File: config.mk
export PLATFORM = sky130hd
export DESIGN_NAME = cc20_queue
export DESIGN_NICKNAME = d
export VERILOG_FILES = /design/src/rtl/cc20_pkg.sv /design/src/rtl/cc20_queue.sv
export SDC_FILE = /design/constraint.sdc
export NUM_CORES = 1
export LEC_CHECK = 0
export BUFFER_PORTS_ARGS = -buffer_cell sky130_fd_sc_hd__buf_2
export CAP_MARGIN = 10
export CORE_UTILIZATION = 45
export CTS_BUF_LIST = sky130_fd_sc_hd__clkbuf_16
export CTS_CLUSTER_DIAMETER = 100
export DETAILED_ROUTE_END_ITERATION = 8
export GPL_ROUTABILITY_DRIVEN = 0
export MAX_ROUTING_LAYER = met4
export PLACE_DENSITY = 0.7
export SLEW_MARGIN = 25
export SYNTH_ARGS = -nofsm -noshare
export SYNTH_HDL_FRONTEND = slang
export SYNTH_SLANG_ARGS = --single-unit
File: constraint.sdc
create_clock -name i_clk -period 9.3 [get_ports i_clk]
set_clock_uncertainty 0.05 [all_clocks]
set_input_delay 0.93 -clock i_clk [delete_from_list [all_inputs] [get_ports i_clk]]
set_output_delay 0.93 -clock i_clk [all_outputs]
set_load 0.02 [all_outputs]
File: src/rtl/cc20_pkg.sv
// shared types, constants and round function for the chacha20 stream cipher
// no dependencies; imported by every module of the block
`default_nettype none

package cc20_pkg;

    // chunk size limit and depth of the front-to-back queue
    localparam int C_LANE_BYTES  = 8;
    localparam int C_QUEUE_DEPTH = 2;
    localparam int C_QUEUE_AW    = $clog2(C_QUEUE_DEPTH);
    localparam int C_BLOCK_BYTES = 64;

    // configuration register indexes
    localparam logic [2:0] REG_KEY_0    = 3'd0;
    localparam logic [2:0] REG_KEY_1    = 3'd1;
    localparam logic [2:0] REG_KEY_2    = 3'd2;
    localparam logic [2:0] REG_KEY_3    = 3'd3;
    localparam logic [2:0] REG_NONCE_LO = 3'd4;
    localparam logic [2:0] REG_NONCE_HI = 3'd5;
    localparam logic [2:0] REG_INIT_CTR = 3'd6;

    // "expand 32-byte k"
    localparam logic [31:0] SIGMA_0 = 32'h6170_7865;
    localparam logic [31:0] SIGMA_1 = 32'h3320_646e;
    localparam logic [31:0] SIGMA_2 = 32'h7962_2d32;
    localparam logic [31:0] SIGMA_3 = 32'h6b20_6574;

    // sixteen 32-bit words, word 0 in the low bits
    typedef logic [15:0][31:0] t_state;

    // one queued chunk after classification
    typedef struct packed {
        logic        start;
        logic [3:0]  count;
        logic [63:0] data;
    } t_item;

    // status and result of the block function unit
    typedef struct packed {
        logic   busy;
        logic   done;
        t_state block;
    } t_core_res;

    function automatic logic [31:0] rotl(logic [31:0] x, int unsigned n);
        return (x << n) | (x >> (32 - n));
    endfunction

    // one column round (diag low) or one diagonal round (diag high)
    function automatic t_state chacha_round(t_state s, logic diag);
        t_state      r;
        logic [1:0]  ln;
        logic [1:0]  lb;
        logic [1:0]  lc;
        logic [1:0]  ld;
        logic [31:0] a;
        logic [31:0] b;
        logic [31:0] c;
        logic [31:0] d;
        r = s;
        for (int j = 0; j < 4; j++) begin
            ln = 2'(j);
            lb = diag ? ln + 2'd1 : ln;
            lc = diag ? ln + 2'd2 : ln;
            ld = diag ? ln + 2'd3 : ln;
            a = s[{2'b00, ln}];
            b = s[{2'b01, lb}];
            c = s[{2'b10, lc}];
            d = s[{2'b11, ld}];
            a = a + b; d = rotl(d ^ a, 16);
            c = c + d; b = rotl(b ^ c, 12);
            a = a + b; d = rotl(d ^ a, 8);
            c = c + d; b = rotl(b ^ c, 7);
            r[{2'b00, ln}] = a;
            r[{2'b01, lb}] = b;
            r[{2'b10, lc}] = c;
            r[{2'b11, ld}] = d;
        end
        return r;
    endfunction

endpackage

`default_nettype wire

File: src/rtl/cc20_queue.sv
// short fifo between the front and back parts
// depends on cc20_pkg
`default_nettype none

module cc20_queue
    import cc20_pkg::*;
(
    input  wire logic  i_clk,
    input  wire logic  i_rst_n,
    input  wire logic  i_push,
    input  wire t_item i_item,
    input  wire logic  i_pop,
    output logic       o_full,
    output logic       o_avail,
    output t_item      o_head
);

    t_item                  r_mem [C_QUEUE_DEPTH];
    logic [C_QUEUE_AW-1:0]  r_wr;
    logic [C_QUEUE_AW-1:0]  r_rd;
    logic [C_QUEUE_AW:0]    r_count;
    logic                   pop_ok;

    assign o_full  = (r_count == (C_QUEUE_AW+1)'(C_QUEUE_DEPTH));
    assign o_avail = (r_count != '0);
    assign o_head  = r_mem[r_rd];
    assign pop_ok  = i_pop && o_avail;

    always_ff @(posedge i_clk) begin
        if (!i_rst_n) begin
            r_wr    <= '0;
            r_rd    <= '0;
            r_count <= '0;
        end else begin
            if (i_push) begin
                r_wr <= r_wr + 1'b1;
            end
            if (pop_ok) begin
                r_rd <= r_rd + 1'b1;
            end
            if (i_push && !pop_ok) begin
                r_count <= r_count + 1'b1;
            end else if (!i_push && pop_ok) begin
                r_count <= r_count - 1'b1;
            end
        end
    end

    always_ff @(posedge i_clk) begin
        if (i_push) begin
            r_mem[r_wr] <= i_item;
        end
    end

endmodule

`default_nettype wire

==> flow_metrics.tcl <==
set metrics [dict create \
    synth_adder_area_share 0.002389 \
    power_density_mw_per_mm2 277.5 \
    grt_overflow 0 \
    cts_buffers 17 \
    min_to "r_count[1]$_SDFFE_PN0P_" \
    ios 144 \
    fin_tns_setup_ps 0 \
    critical_path_class "reg2out" \
    clkLatencyLatePin_ps 400 \
    yosysTopAreaCellShare 0.7912 \
    grt_pass1_vias 2680 \
    mappedNetlistNets 311 \
    wl_met3_um 659 \
    fmax_mhz 333.1 \
    floorplan.initialDensity 0.4607 \
    syn_area_mm2 0.005238 \
    slowest_stage "dfxtp_4" \
    hold_start "r_count[1]$_SDFFE_PN0P_" \
    design_area_mm2 0.006674 \
    worstHoldPathCells 2 \
    grt_pass1_wl_um 13100 \
    num_rows 39 \
    die-area_mm2 0.01207 \
    hold_violations 0 \
    grt_use_total 0.1570 \
    finalPower_mw 1.852 \
    cts_tree "yes" \
    fin_ws_ps 6298 \
    highest_layer "met4" \
    reg2reg_to "r_mem[1][21]$_DFFE_PP_" \
    area_delta_synth_final_pct 27.42 \
    synth_area_leaders "edfxtp_1 (79%), mux2_2 (13%), mux2_4 (2.9%), dfxtp_1 (1.9%), buf_6 (0.65%)" \
    ff_latch_area_mm2 0.004248 \
    antenna_found_initial 0 \
    cts-root-buf "clkbuf_16" \
    clock_path_buffers 2 \
    cts_resized 0 \
    p_leak_nw 2.542 \
    worst_slew_pin_slew_ps 982.4 \
    routed_wl_um 9005 \
    post-dp-hpwl_um 5524 \
    synthXorXnorAreaFrac 0.005017 \
    reg2reg_setup_slack_ps 7640 \
    synthCells 237 \
    maxCapViolCount 0 \
    viasPerCell 4.814 \
    ir_worst_vdd_v 0.0001572 \
    post-cts-setup-buffers 0 \
    dp_slack_ps 6690 \
    multiInputGateArea_um2 944.7 \
    reg2reg_depth 1 \
    synthDistinctLibCells 17 \
    clock-sinks 143 \
    routedWlPerCell_um 16.46 \
    setup_violations 0 \
    slowest_delay_ps 960 \
    ctsHoldBuffers 0 \
    hold-worst-slack_ps 480.2 \
    layout-drive-gt1-share 0.6040 \
    ys_warn_count 0 \
    crit_chain "mux2_2 > buf_2" \
    startpoint_type "flip-flop" \
    wl_met1_um 3932 \
    postRouteAntennaNets 0 \
    drc_errors 0 \
    synth_top_family_by_area "multiplexers" \
    vias 2633 \
    slew_violations 0 \
    mostFrequentLayoutCells "buf_2 (143), edfxtp_1 (138), mux2_2 (59)" \
    synth_compound_area_frac 0.004778 \
    min_period_ps 3002 \
    yosys.area_share.simple 0.01075 \
    met2_length_um 4313 \
    syn_area_per_cell_um2 22.10 \
    slew_headroom 0.3451 \
    final_common_cell "buf_2" \
    yosys.area.top_type "edfxtp_1" \
    setup.worst_path.end_class "primary output" \
    num_antenna_cells 0 \
    r2r-start "r_wr$_SDFFE_PN0P_" \
    ys_seq_area_frac 0.8103 \
    io_buffer_count 143 \
    die_y_um 109.9 \
    cts.clk_slew.worst_paths_ps 50 \
    grt_max_degree 71 \
    crit_required_ps 8320 \
    first_pass_iters 4 \
    cp_max_fo 69 \
    synth_mux_area_frac 0.1555 \
    synth-seq-cells 143 \
    status "completed" \
    die_w_um 109.9 \
    min_path_type "reg2reg" \
    final_nets 466 \
    core_mm2 0.01137 \
    first_iter_violations 136 \
    fillCellCount 883 \
    placed_area_mm2 0.006095 \
    period_share 0.3228 \
    rsz0062_at_grt "false" \
    h-tree-depth 4 \
    cp.arrival_ps 2020 \
]
flip-flops by register name, indices dropped and copies added, names as in the netlist, named ones only:
register	flops
r_rd	1
r_wr	1
r_count	2
r_mem	138
critical path, delay by kind of cell (launching register included):
kind                   cells  cell delay [ps]
muxes                      1              430
buffers and inverters      1              160
DFF                        1              960
routing by layer:
| layer | up-vias | track usage |
|---|---|---|
| met4 | 0 | 0.06571 |
| met1 | 1270 | 0.1890 |
| met2 | 109 | 0.2455 |
| li1 | 1245 | - |
| met5 | - | - |
| met3 | 9 | 0.04861 |
where the power goes:
group	internal, mW	switching, mW	total, mW
Sequential	0.752	0.0636	0.816
Combinational	0.188	0.193	0.381
Clock	0.416	0.240	0.656
cells in the mapped netlist:
library cell  instances
buf_2                 5
buf_6                 3
dfxtp_1               5
or3_1                 1
edfxtp_1            138
a21boi_1              1
o21ai_1               1
nor2b_1               3
o21a_1                1
o21ai_0               1
mux2_2               59
ha_1                  1
xnor2_1               2
or2_2                 1
xor2_1                1
and2_1                4
mux2_4               10
cells by family (layout without fill, tap and decap cells):
logic type,Yosys count,after routing
muxes,69,69
adders and majority gates,1,1
xor gates and xnor gates,3,3
buffers and inverters,8,175
and+or+nand+nor,9,9
AOI/OAI and AO/OA,4,4
DFF,143,143
metrics by stage:
step           instances    util
3_5_place_dp         516  0.5360
2_1_floorplan        237       -
6_report             547  0.5870
4_1_cts              547  0.5870
5_1_grt              547  0.5870
3_3_place_gp         516  0.5360
cell type report:
cell class              instances  area share
multi-input cells              86      0.1415
flip-flops and latches        143      0.6365
repair buffers                144      0.1084
well taps                     143     0.02681
clock buffers                  17     0.06374
clock inverters                14     0.02306
how the worst max path moves through the flow:
stage | from | end | slack (ps)
detailed placement | flip-flop | o_head[65] | 6690
finish | flip-flop | o_head[36] | 6300
floorplan | i_push | r_mem[0][0]$_DFFE_PP_ | 4760
global route | flip-flop | o_head[15] | 6180
global placement | flip-flop | o_head[50] | 6690
CTS | flip-flop | o_head[65] | 6250
Power figures use the tool's default switching activity.
